[src/sv/transitive_closure_reachability_assert.svh]
// Assertion macros shared by the transitive closure reachability RTL.
`ifndef TRANSITIVE_CLOSURE_REACHABILITY_ASSERT_SVH
`define TRANSITIVE_CLOSURE_REACHABILITY_ASSERT_SVH

// The consequent must hold in the same cycle as the antecedent.
`define TCR_ASSERT_SAME(lbl, ante, cons, msg) \
	lbl: assert property (@(posedge clk) disable iff (!arst_n) (ante) |-> (cons)) \
		else $error(msg);

// The consequent must hold in the cycle after the antecedent.
`define TCR_ASSERT_NEXT(lbl, ante, cons, msg) \
	lbl: assert property (@(posedge clk) disable iff (!arst_n) (ante) |=> (cons)) \
		else $error(msg);

`endif

[src/sv/tcr_pkg.sv]
// Package with the constants, codes and types of the transitive closure reachability block.
`timescale 1ns / 1ps
`default_nettype none

package tcr_pkg;

	localparam int MAX_NODES = 128;
	localparam int NODE_W    = 7;
	localparam int CFG_W     = 8;
	localparam int OP_W      = 2;
	localparam int IDX_W     = $clog2(MAX_NODES);
	localparam int CNT_W     = $clog2(MAX_NODES + 1);

	localparam logic [CFG_W-1:0] CC_RESET = CFG_W'(128);

	localparam logic [OP_W-1:0] OP_CLEAR = 2'd0;
	localparam logic [OP_W-1:0] OP_ADD   = 2'd1;
	localparam logic [OP_W-1:0] OP_CLOSE = 2'd2;
	localparam logic [OP_W-1:0] OP_QUERY = 2'd3;

	typedef logic [MAX_NODES-1:0] row_t;

	typedef struct packed {
		logic clear;
		logic start;
		logic step;
		logic wr;
		logic qry;
	} tcr_ctl_t;

endpackage

`default_nettype wire

[src/sv/tcr_cell.sv]
// One cell of the ring: holds one adjacency row and applies closure steps to its neighbor's row.
`timescale 1ns / 1ps
`default_nettype none

module tcr_cell import tcr_pkg::*; (
	input  wire logic     clk,
	input  wire logic     arst_n,
	input  wire tcr_ctl_t ctl,
	input  wire logic     sel,
	input  wire logic     use_row,
	input  wire row_t     dst_hot,
	input  wire row_t     nbr_row,
	input  wire logic     nbr_act,
	input  wire row_t     pivot_row,
	input  wire logic     pivot_act,
	input  wire row_t     khot,
	input  wire row_t     colmask,
	output row_t          row,
	output logic          act,
	output logic          hit
);

	row_t row_q;
	logic act_q;
	logic hit_q;
	logic takes_pivot;
	row_t step_row;

	always_comb begin
		takes_pivot = nbr_act && pivot_act && (|(nbr_row & khot));
		step_row    = nbr_row | (takes_pivot ? (pivot_row & colmask) : '0);
	end

	always_ff @(posedge clk or negedge arst_n) begin
		if (!arst_n) begin
			row_q <= '0;
			act_q <= 1'b0;
			hit_q <= 1'b0;
		end else begin
			if (ctl.clear) begin
				row_q <= '0;
			end else if (ctl.step) begin
				row_q <= step_row;
			end else if (ctl.wr && sel) begin
				row_q <= row_q | dst_hot;
			end
			if (ctl.start) begin
				act_q <= use_row;
			end else if (ctl.step) begin
				act_q <= nbr_act;
			end
			hit_q <= ctl.qry && sel && (|(row_q & dst_hot));
		end
	end

	assign row = row_q;
	assign act = act_q;
	assign hit = hit_q;

endmodule

`default_nettype wire
[config.mk]
export PLATFORM = sky130hd
export DESIGN_NAME = tcr_cell
export DESIGN_NICKNAME = d
export VERILOG_FILES = /design/src/sv/transitive_closure_reachability_assert.svh /design/src/sv/tcr_pkg.sv /design/src/sv/tcr_cell.sv
export SDC_FILE = /design/constraint.sdc
export NUM_CORES = 1
export LEC_CHECK = 0
export BUFFER_PORTS_ARGS = -buffer_cell sky130_fd_sc_hd__buf_4
export CAP_MARGIN = 40
export CORE_AREA = 2 2 308 310
export DETAILED_ROUTE_END_ITERATION = 6
export DIE_AREA = 0 0 310 312
export GPL_TIMING_DRIVEN = 0
export PLACE_DENSITY_LB_ADDON = 0.05
export SETUP_SLACK_MARGIN = 0.15
export SKIP_LAST_GASP = 1
export SLEW_MARGIN = 20
export SYNTH_ARGS = -nofsm -noshare
export SYNTH_HDL_FRONTEND = slang
export SYNTH_SLANG_ARGS = --single-unit
[constraint.sdc]
create_clock -name clk -period 2.1 [get_ports clk]
set_clock_uncertainty 0.2 [all_clocks]
set_input_delay 0.21 -clock clk [delete_from_list [all_inputs] [get_ports clk]]
set_output_delay 0.21 -clock clk [all_outputs]
set_load 0.05 [all_outputs]
# --- After elaboration in Yosys (flattened, before gate mapping) ---
# Index checks and enable logic that the tools add are counted.
totals:
  regBits: 130
  latch_bits: 0
  ram_bits: 0
  rom_bits: 0
  inputBits: 651
  out_inout_bits: 130
  elab_cells: 23
  memories: 0
op_classes:
  addsub: 0
  mul: 0
  div_mod_pow: 0
  magnitude_cmp: 0
  n_eq_ne: 0
  shifts: 0
  muxes: 6
  n_bitwise: 5
  reduce_logical: 9
op_table:
  columns: ["operator", "count"]
  rows:
  - ["two-way mux 128 bit", 4]
  - ["AND 128 bit", 3]
  - ["bitwise OR 128 bit", 2]
  - ["OR reduction 128 bit", 2]
  - ["logical AND 1 bit", 5]
  - ["nonzero test 3 bit", 1]
  - ["two-way mux 1 bit", 2]
  - ["nonzero test 2 bit", 1]

# --- Depth between registers and ports, before layout ---
# Gate-level depths: netlist of run 1.
depth:
  ltp_word: 7
  ltp_mapped: 8
  mapped_depth_nobuf: 6

# --- Worst setup path before layout of run 1 ---
# No wires, ideal clock.
synth_path:
  kind: "input-to-reg"
  from: "input port nbr_row[5]"
  to: "register row_q[101], in the netlist row[101]"
  setup_ps: 126
  t_arrival_ps: 1702
  required_ps: 1774
  path_slack_ps: 72
  cell_stages: 8
  n_path_buf: 2
  path_cell_list: "a22o_1 -> a221oi_1 -> nand4_1 -> nor4_1 -> a31oi_1 -> buf_4 -> buf_6 -> a221o_1"
synth_between:
  elab_chain_len: 7
synth_lines:
  columns: ["element", "line", "text"]
  rows:
  - ["from (decl)", "tcr_cell.sv:12", "input wire row_t nbr_row,"]
  - ["AND 128 bit", "tcr_cell.sv:30", "takes_pivot = nbr_act && pivot_act && (|(nbr_row & khot));"]
  - ["OR reduction 128 bit", "tcr_cell.sv:30", null]
  - ["logical AND 1 bit", "tcr_cell.sv:30", null]
  - ["two-way mux 128 bit", "tcr_cell.sv:31", "step_row = nbr_row | (takes_pivot ? (pivot_row & colmask) : '0);"]
  - ["bitwise OR 128 bit", "tcr_cell.sv:31", null]
  - ["two-way mux 128 bit", "tcr_cell.sv:42", "end else if (ctl.step) begin"]
  - ["two-way mux 128 bit", "tcr_cell.sv:40", "if (ctl.clear) begin"]
  - ["to (signal assigned)", "tcr_cell.sv:43", "row_q <= step_row;"]
  - ["to (signal assigned)", "tcr_cell.sv:45", "row_q <= row_q | dst_hot;"]
  - ["to (decl)", "tcr_cell.sv:23", "row_t row_q;"]
# Every way passes these cells.
# A chain may end at the register's enable or synchronous reset.

# --- Worst setup path after layout of run 1 ---
layout_path:
  from: "input port nbr_row[27]"
  to: "register row_q[106], in the netlist row[106]"
# The elaborated chain is that of the path after synthesis.

==> out/metrics.cfg, run 1 <==
[critical_path]
critPathMaxFanout=6
cp.arrival_ns=2.69
endpoint_kind=flop
cp_top_family=compound AO/OA/AOI/OAI gates
critPathSlowestCell=a221oi_4
r2r_setup_slack_ns=-0.28
startpoint_type=input port
critical_path_buf_inv_count=4
cp_cell_sequence=buf_6 > a22o_4 > a221oi_4 > nand4_1 > nor4_2 > a31oi_1 > buf_6 > buf_12 > buf_16 > a221o_1
cp_common_cell=buf_6
path_class=input port to flop
worstPathRequired_ns=2.28
slowest_delay_ns=0.54

[timing]
max-slew-margin-rel_pct=41.9
slew_viol_final=0
period_share_pct=119
layout_min_cycle_time_ns=2.50
fmax_mhz=400
hold_viol=0
fin_ws_ns=-0.402
rsz0062_at_grt=yes
finalSetupViolCount=129
worst_slew_pin_slew_ns=0.871

[floorplan]
initial_core_util_pct=9.94
dieArea_sq_um=96700
core_sq_um=93000
fp.dieW_um=310
rows=112
die_height_um=312
io_pins=781

[logic_synthesis]
ys_seq_area_share_pct=35.2
ys_ff_latch=130
synth_area_sq_um=9250
synthDominantCellAreaShare_pct=35.2
synth.distinct_cells=27
netlist_instances=1134
synth_area_leaders=dfrtp_1, a221o_1, o31ai_1, a21oi_1, a22oi_1
synthesis.nets=1785
synth_top_cell_by_area=dfrtp_1
avgSynthCellArea_sq_um=8.15
yosysWarnings=0

[placed_design]
globalplace.congestion=0.782
placed_cells=3202
place_ws_ns=-1.30
io_buffer_count=779
place_area_sq_um=17200
dp_hpwl_mm=94.5

[status]
violations=setup timing
status=finished with violations

[pwr]
irDropWorstVdd_mv=0.663
power.total_mw=12.3
pwr-share-comb_pct=45.4
p_int_mw=7.27
switching_share_pct=41.2
pwr-share-clk_pct=29.0
p_leak_nw=10.7
seqPwrFrac_pct=25.6
p_per_area_nw_per_um2=530
p_switching_mw=5.08

[drt]
drtPass1Iterations=5
wl_per_cell_um=30.1
drc_errors=0
drt_iter0_markers=743
postRouteAntennaNets=0
wirelength_mm=113
drt-vias-per-instance=4.13
num_vias=15511

[grt]
grt_use_met1_pct=28.2
grt.busiest_layer=met2
track_usage_pct=22.8
gr-usage-met3_pct=4.06
grtUsageMet2_pct=41.2
antenna_found_initial=18
grt_pass1_vias=16677
grt_max_degree=55
grt.overflow.total=0
grt_pass1_wl_mm=146

[layout]
area_delta_synth_final_pct=152
seq_area_sq_um=3260
fin_area_sq_um=23300
drive_gt1_share_pct=37.0
utilization_pct=25.0
num-nets-final=3130
multiInputGateArea_sq_um=5410
stdcell_count=3753
fill_cells=10434

[clock_tree]
cts_root_buf=clkbuf_16
ctsHtreeMaxLevel=4
clock-sinks=130
cts_made_buffers=17
cts_tree=built
clk_latency_ns=0.52
clkTransAtPathRegs_ns=0.07
clock_path_buffers=2

[hold_path]
hold_class=input port to flop

[run]
cap_violations=0

## through the flow
| stage | setup TNS, ns | hold slack (ns) |
|---|---|---|
| final | -39.83 | 0.0138 |
| after global routing | -40.10 | 0.0312 |
| after CTS | -38.30 | 0.000333 |
| after detailed placement | -149.20 | -0.108 |
| after global placement | -333.99 | 0.244 |
| after floorplan | 0 | -0.286 |
## registers in the layout, indices dropped and copies added (netlist names)
signal	flops
row	128
act	1
hit	1
## synth_stat cells, drive strengths merged
library cell and instances:
nor2 126, mux2i 1, dfrtp 130, a22o 30, o31ai 125, nor4 6, a41o 3, nand3 7
a21oi 125, a221o 125, nand4 21, nor3 1, nand2 127, a221oi 27, a31oi 1, o21ai 1
a22oi 74, a211oi 1, and3 1, buf 16, inv 125, clkbuf 55, o31a 3, nand2b 3
## cell usage in the layout, fill, tap and decap left out, drive strengths merged, types with 2 or more instances in the layout
master / n
a21oi: 125
a221o: 125
a221oi: 27
a22o: 30
a22oi: 74
a41o: 3
buf: 837
bufinv: 4
clkbuf: 76
clkinv: 2
clkinvlp: 3
dfrtp: 130
diode: 7
dlygate4sd3: 505
inv: 127
nand2: 127
nand2b: 3
nand3: 7
nand4: 21
nor2: 126
nor4: 6
o31a: 3
o31ai: 125
## routing by layer
layer / routed length (um) / vias up
li1: - / 7087
met5: 77 / -
met3: 6000 / 63
met4: 1610 / 12
met1: 47700 / 7773
met2: 57600 / 576
## kinds of logic after synthesis
logic type             share of synthesized area (%)
AO/OA/AOI/OAI                                   42.9
buffers and inverters                           9.05
flip-flops                                      35.2
multiplexers                                   0.108
AND/OR/NAND/NOR                                 12.8
## path summary, 6_finish.rpt
| path | cells after the start | from | to |
|---|---|---|---|
| min | 4 | nbr_row[19] | row[19]$_DFFE_PN0P_ |
| min reg2reg | 1 | row[11]$_DFFE_PN0P_ | row[11]$_DFFE_PN0P_ |
| max | 10 | nbr_row[27] | row[106]$_DFFE_PN0P_ |
| min in group asynchronous | 3 | arst_n | row[107]$_DFFE_PN0P_ |
| max in group asynchronous | 4 | arst_n | row[60]$_DFFE_PN0P_ |
| max reg2reg | 5 | row[107]$_DFFE_PN0P_ | hit$_DFF_PN0_ |
## power by group through the flow
stage	Clock [mW]	Sequential, mW	Combinational [mW]
finish	3.59	3.16	5.60
detailed placement	0	3.19	4.87
CTS	3.72	3.15	5.70
global placement	0	3.19	4.76
floorplan	0	4.00	1.02
global route	3.77	3.20	5.92
## final cells by class
cell class	count	share of cell area [%]
Clock inverter	11	0.763
Antenna cell	7	0.0752
Sequential cell	130	14.0
Timing Repair Buffer	1326	49.4
Tap cell	1254	6.74
Multi-Input combinational cell	808	23.2
Inverter	125	2.01
Clock buffer	21	1.93
Buffer	71	1.87
## worst min-delay path, cell delays in order
cell	delay (ns)
buf_4	0.10
inv_1	0.11
a21oi_1	0.15
a221o_1	0.11
## timing repair
action / in CTS / in global routing
endpoints found under the hold margin: 207 / 0
cloned: 2 / 0
pin swaps: 11 / 5
setup endpoints to repair: 130 / 129
gates resized for setup: 45 / 18
hold buffers: 506 / 0
buffers inserted: 4 / 0
Power figures use the tool's default switching activity.
==> inputs of run 2 (changes only) <==
clock period = 2.05 ns   (was 2.1 ns; I/O delays follow)
==> run 2 against run 1 <==
Against the previous run:
- the run still ends with setup timing left
- routed wire length grew 3.3%
- total power is 5.0% higher
- first-iteration DRC count is 0.67% lower
- register-to-register slack got worse by 0.12 ns
- clock power is 4% higher
- hold slack worse by 0.0018 ns
- flip-flop and latch count unchanged
- critical path depth down 5
- combinational power up 7.0%
- non-clock buffer count is 26 higher
- critical path type is now flop to flop
- largest cell class unchanged
==> out/metrics.cfg, run 2 (synthesis gave the netlist of run 1 again) <==
[status]
status=finished with violations  ; unchanged
violations=setup timing  ; unchanged

[hold_path]
hold_start=nbr_row[120]  ; was nbr_row[19]
hold_path_end=row[120]$_DFFE_PN0P_  ; was row[19]$_DFFE_PN0P_
hold_depth=4  ; unchanged
hold_class=input port to flop  ; unchanged

[drt]
wirelength_mm=117  ; was 113 mm
met2WireLength_mm=60.3  ; was 57.6 mm
num_vias=15759  ; was 15511
wl_per_cell_um=30.9  ; was 30.1 um
drt_iter0_markers=738  ; was 743
drc_errors=0  ; unchanged
route.layer.met1.wl_mm=49.0  ; was 47.7 mm
top_layer_used=met5  ; unchanged
drt-vias-per-instance=4.17  ; was 4.13
drtPass1Iterations=5  ; unchanged
postRouteAntennaNets=0  ; unchanged
met3WireLength_mm=6.45  ; was 6.00 mm

[timing]
layout_min_cycle_time_ns=2.45
finalSetupViolCount=129  ; unchanged
hold_viol=0  ; unchanged
fmax_mhz=408
worst_slew_pin_slew_ns=0.905  ; was 0.871 ns
holdWs_ns=0.0120  ; was 0.0138 ns
max-slew-margin-rel_pct=39.7  ; was 41.9%
rsz0062_at_grt=yes  ; unchanged
fin_ws_ns=-0.398  ; was -0.402 ns
slew_viol_final=0  ; unchanged
period_share_pct=119

[floorplan]
core_sq_um=93000  ; unchanged
fp.dieW_um=310  ; unchanged
io_pins=781  ; unchanged
initial_core_util_pct=9.94  ; unchanged
rows=112  ; unchanged
dieArea_sq_um=96700  ; unchanged
die_height_um=312  ; unchanged

[critical_path]
worstPathRequired_ns=2.23  ; was 2.28 ns
r2r_setup_slack_ns=-0.40  ; was -0.28 ns
cp_common_cell=nand4_1  ; was buf_6
critPathMaxFanout=4  ; was 6
cp.depth=5  ; was 10
endpoint_kind=flop  ; unchanged
startpoint_type=flop  ; was input port
reg2reg_to=hit$_DFF_PN0_  ; unchanged
reg2reg_from=row[123]$_DFFE_PN0P_  ; was row[107]$_DFFE_PN0P_
critPathSlowestCell=dfrtp_2  ; was a221oi_4
slowest_delay_ns=0.53  ; was 0.54 ns
cp_cell_sequence=a22oi_2 > nand4_1 > nor4_4 > nand4_1 > and3_1  ; was buf_6 > a22o_4 > a221oi_4 > nand4_1 > nor4_2 > a31oi_1 > buf_6 > buf_12 > buf_16 > a221o_1
rr_worst_depth=5  ; unchanged
cp.arrival_ns=2.63  ; was 2.69 ns
critical_path_buf_inv_count=0  ; was 4
cp_top_family=simple AND/OR/NAND/NOR gates  ; was compound AO/OA/AOI/OAI gates
path_class=flop to flop  ; was input port to flop

[grt]
grt_max_degree=67  ; was 55
grt.overflow.total=0  ; unchanged
grt_pass1_vias=16994  ; was 16677
track_usage_pct=23.6  ; was 22.8%
grt_pass1_wl_mm=152  ; was 146 mm
antenna_found_initial=13  ; was 18

[layout]
area_delta_synth_final_pct=160  ; was 152%
layout_common_cells=buf_4, dlygate4sd3_1, nand2_1, nor2_1  ; was buf_4, dlygate4sd3_1, nand2_1, nor2_1, dfrtp_1
drive_gt1_share_pct=38.5  ; was 37.0%
largest_reg_flops=128  ; unchanged
fill_cells=10383  ; was 10434
num-nets-final=3156  ; was 3130
layout_commonest_cell=buf_4  ; unchanged

[run]
cap_violations=0  ; unchanged

[pwr]
p_leak_nw=11.0  ; was 10.7 nW
power.total_mw=13.0  ; was 12.3 mW
p_per_area_nw_per_um2=538  ; was 530 nW/um^2
irDropWorstVdd_mv=0.631  ; was 0.663 mV

[clock_tree]
clkTransAtPathRegs_ns=0.07  ; about the same
clock_path_buffers=2  ; unchanged
clk_latency_ns=0.51  ; was 0.52 ns
clock-sinks=130  ; unchanged
cts_tree=built  ; unchanged
cts_root_buf=clkbuf_16  ; unchanged
ctsHtreeMaxLevel=4  ; unchanged
cts_made_buffers=17  ; unchanged

[placed_design]
io_buffer_count=779  ; unchanged
dp_hpwl_mm=94.9  ; was 94.5 mm
globalplace.congestion=0.806  ; was 0.782

-- run 2: per-layer routing --
metal  global-route usage [%]  vias up
met1                     28.8     7972
met5                        0        -
met2                     43.2      565
met4                     3.30        6
met3                     4.67       44
li1                         -     7172
-- run 2: layout make-up --
class | instances | area, sq um | share of cell area, %
Tap cell | 1254 | 1570 | 6.51
Multi-Input combinational cell | 808 | 5540 | 23.0
Antenna cell | 5 | 12.5 | 0.0519
Sequential cell | 130 | 3260 | 13.5
Timing Repair Buffer | 1352 | 12000 | 49.9
Clock buffer | 18 | 439 | 1.82
Inverter | 125 | 469 | 1.95
Clock inverter | 14 | 201 | 0.836
Buffer | 71 | 563 | 2.34
-- run 2: report_power, final --
group          leakage [nW]  total, mW  internal, mW  switching [mW]
logic                  9.05       5.99          2.67            3.32
registers              1.63       3.25          2.84           0.409
clock network         0.308       3.74          2.09            1.65
-- run 2: what timing repair did --
| action | in CTS | in global routing |
|---|---|---|
| endpoints found under the setup margin | 131 | 129 |
| buffers inserted | 12 | 0 |
| gates resized for setup | 115 | 16 |
| hold buffers | 505 | 1 |
| hold endpoints to repair | 194 | 1 |
| cloned | 15 | 0 |
| pin swaps | 19 | 4 |
-- run 2: worst min-delay path, stage by stage --
cell     delay [ns]
buf_4          0.11
inv_1          0.10
a21oi_1        0.14
a221o_1        0.11
-- run 2: per-stage QoR --
stage / setup slack [ns] / std cells / instance area [sq um] / setup TNS (ns) / utilization, %
floorplan: 0.0524 / 1134 / 9290 / 0 / -
global placement: -2.37 / 3167 / 16700 / -308.80 / 17.9
detailed placement: -1.35 / 3206 / 17200 / -152.92 / 18.5
CTS: -0.520 / 3770 / 24000 / -41.41 / 25.8
global route: -0.474 / 3773 / 24100 / -44.56 / 25.9
finish: -0.398 / 3777 / 24100 / -37.22 / 25.9
-- run 2: worst max path at each step --
stage                          from                   end  slack [ns]
2_1_floorplan           nbr_row[58]  row[101]$_DFFE_PN0P_        0.05
3_3_place_gp                 ctl[2]  row[107]$_DFFE_PN0P_       -2.37
3_5_place_dp                 ctl[2]   row[61]$_DFFE_PN0P_       -1.35
4_1_cts         row[78]$_DFFE_PN0P_         hit$_DFF_PN0_       -0.52
5_1_grt         row[78]$_DFFE_PN0P_         hit$_DFF_PN0_       -0.47
6_report       row[123]$_DFFE_PN0P_         hit$_DFF_PN0_       -0.40
==> inputs of run 3 (changes only) <==
CORE_AREA = 2 2 304 306   (was 2 2 308 310)
DIE_AREA = 0 0 306 308   (was 0 0 310 312)
clock period = 2.27 ns   (was 2.05 ns; I/O delays follow)
==> run 3 against run 2 <==
Against the previous run:
- the flow still finishes with violations (setup timing)
- largest cell class unchanged
- via count fell by 1.9%
- setup slack worse by 0.083 ns
- critical path depth is 3 higher
- highest routed layer unchanged
- total power decreased by 13%
- largest power group unchanged
==> out/metrics.cfg, run 3 (synthesis gave the netlist of run 1 again) <==
[critical_path]
critical_path_buf_inv_count=3  ; was 0
endpoint_kind=flop  ; unchanged
cp.depth=8  ; was 5
critPathSlowestCell=nand4_1  ; was dfrtp_2
path_class=input port to flop  ; was flop to flop
cp_common_cell=buf_6  ; was nand4_1
critPathMaxFanout=11  ; was 4
cp.arrival_ns=2.91  ; was 2.63 ns
cp_top_family=simple AND/OR/NAND/NOR gates  ; unchanged
startpoint_type=input port  ; was flop
rr_worst_depth=7  ; was 5
reg2reg_from=row[115]$_DFFE_PN0P_  ; was row[123]$_DFFE_PN0P_
critical_path.endpoint=row[90]$_DFFE_PN0P_  ; was hit$_DFF_PN0_
slowest_delay_ns=0.57  ; was 0.53 ns
r2r_setup_slack_ns=-0.28  ; was -0.40 ns
cp-startpoint=nbr_row[31]  ; was row[123]$_DFFE_PN0P_
reg2reg_to=hit$_DFF_PN0_  ; unchanged
worstPathRequired_ns=2.43  ; was 2.23 ns
cp_cell_sequence=buf_4 > a22oi_1 > nand4_1 > nor4_4 > a31oi_2 > buf_6 > buf_6 > a221o_1  ; was a22oi_2 > nand4_1 > nor4_4 > nand4_1 > and3_1

[drt]
drt_iter0_markers=901  ; was 738
wirelength_mm=112  ; was 117 mm
drc_errors=0  ; unchanged
num_vias=15460  ; was 15759
wl_per_cell_um=30.5  ; was 30.9 um
drt-vias-per-instance=4.22  ; was 4.17
drtPass1Iterations=5  ; unchanged
postRouteAntennaNets=0  ; unchanged

[grt]
grt_pass1_vias=16752  ; was 16994
track_usage_pct=23.1  ; was 23.6%
grt_pass1_wl_mm=145  ; was 152 mm
grt.overflow.total=0  ; unchanged
grt_max_degree=67  ; unchanged
gr-usage-met3_pct=6.42  ; was 4.67%
grt.busiest_layer=met2  ; unchanged
grtUsageMet2_pct=40.6  ; was 43.2%
antenna_found_initial=26  ; was 13
grt_use_met1_pct=26.9  ; was 28.8%

[pwr]
irDropWorstVdd_mv=0.501  ; was 0.631 mV
p_leak_nw=10.6  ; was 11.0 nW
p_per_area_nw_per_um2=493  ; was 538 nW/um^2

[layout]
num-nets-final=3106  ; was 3156
drive_gt1_share_pct=36.7  ; was 38.5%
stdcell_count=3666  ; was 3777
fin_area_sq_um=22800  ; was 24100 sq um
area_delta_synth_final_pct=146  ; was 160%
fill_cells=10095  ; was 10383
largest_reg_flops=128  ; unchanged
layout_commonest_cell=buf_4  ; unchanged
layout_common_cells=buf_4, dlygate4sd3_1, dfrtp_1, nand2_1, nor2_1  ; was buf_4, dlygate4sd3_1, nand2_1, nor2_1

[timing]
layout_min_cycle_time_ns=2.75
period_share_pct=121
worst_slew_pin_slew_ns=0.871  ; was 0.905 ns
fin_ws_ns=-0.481  ; was -0.398 ns
fmax_mhz=363
rsz0062_at_grt=yes  ; unchanged
finalSetupViolCount=129  ; unchanged
max-slew-margin-rel_pct=42.0  ; was 39.7%
hold_viol=0  ; unchanged
slew_viol_final=0  ; unchanged

[floorplan]
core_sq_um=91000  ; was 93000 sq um
rows=111  ; was 112
io_pins=781  ; unchanged
die_height_um=308  ; was 312 um
dieArea_sq_um=94200  ; was 96700 sq um
initial_core_util_pct=10.2  ; was 9.94%
fp.dieW_um=306  ; was 310 um

[status]
status=finished with violations  ; unchanged
violations=setup timing  ; unchanged

[clock_tree]
ctsHtreeMaxLevel=4  ; unchanged
cts_tree=built  ; unchanged
clk_latency_ns=0.49  ; was 0.51 ns
clkTransAtPathRegs_ns=0.07  ; about the same
cts_made_buffers=17  ; unchanged
clock_path_buffers=2  ; unchanged
cts_root_buf=clkbuf_16  ; unchanged
clock-sinks=130  ; unchanged

[placed_design]
placed_cells=3122  ; was 3206
place_area_sq_um=16900  ; was 17200 sq um
globalplace.congestion=0.809  ; was 0.806
dp_hpwl_mm=93.0  ; was 94.9 mm
io_buffer_count=779  ; unchanged

[hold_path]
hold_class=input port to flop  ; unchanged

[run]
cap_violations=0  ; unchanged

## run 3: changes by cell type in the layout (fill, tap and decap cells not counted), moves of 7 or more
cell           previous run  this run
a221oi_1                  6        16
a221oi_4                  8         0
a22oi_1                  55        71
a22oi_2                  19         3
buf_12                   16         2
buf_16                   21         5
buf_8                    12         5
clkbuf_2                 16        23
diode_2                   5        12
dlygate4sd3_1           506       490
## run 3: cell type report
cell class	count	area, sq um	share of cell area (%)
multi-input combinational	808	5300	23.2
antenna	12	30.0	0.132
buffer	71	427	1.87
tap	1186	1480	6.51
clock inverter	11	151	0.664
clock buffer	21	470	2.06
timing repair buffer	1302	11200	49.2
inverter	125	469	2.06
sequential	130	3250	14.3
## run 3: tightest hold or removal path: stages
cell	delay [ns]
buf_4	0.08
nand2_1	0.12
nor2_1	0.12
a221o_1	0.14
## run 3: worst min-delay path by stage
stage / start / endpoint / slack [ns] / cells past startpoint
final: colmask[67] / row[67]$_DFFE_PN0P_ / 0.03 / 4
after global routing: nbr_row[73] / row[73]$_DFFE_PN0P_ / 0.02 / 4
after CTS: nbr_row[35] / row[35]$_DFFE_PN0P_ / 0.001 / 4
after detailed placement: arst_n / row[125]$_DFFE_PN0P_ / 0.04 / 2
after global placement: ctl[3] / act$_DFFE_PN0P_ / 0.25 / 2
after floorplan: arst_n / act$_DFFE_PN0P_ / -0.27 / 0
## run 3: timing repair
action / 4_1_cts / 5_1_grt
resized for setup: 40 / 15
buffers inserted: 4 / 0
hold buffers: 490 / 0
setup endpoints to repair: 130 / 130
endpoints found under the hold margin: 251 / 0
cloned: 2 / 0
pin swaps: 7 / 4
## run 3: routing by layer
layer | part of all wire [%] | vias to the layer above
li1 | - | 7065
met1 | 40 | 7593
met2 | 50 | 671
met3 | 7.1 | 117
met4 | 3.2 | 14
met5 | 0.078 | -
## run 3: metrics by stage
stage               total power [mW]  setup WS (ns)  hold WS [ns]  setup TNS, ns  utilization (%)
finish                          11.2         -0.481        0.0331         -51.22             25.1
global route                    11.7         -0.427        0.0187         -47.32             25.0
CTS                             11.4         -0.460       0.00145         -46.39             24.9
detailed placement              7.40          -1.58        0.0440        -193.93             18.6
global placement                7.32          -2.22         0.253        -323.83             18.2
floorplan                       4.64          0.225        -0.269              0                -
## run 3: where the power goes
| part | total [mW] | leakage [nW] | internal [mW] | switching (mW) |
|---|---|---|---|---|
| Clock | 3.22 | 0.304 | 1.82 | 1.40 |
| Combinational | 5.11 | 8.62 | 2.22 | 2.89 |
| Sequential | 2.91 | 1.64 | 2.56 | 0.351 |
| Total | 11.2 | 10.6 | 6.61 | 4.64 |
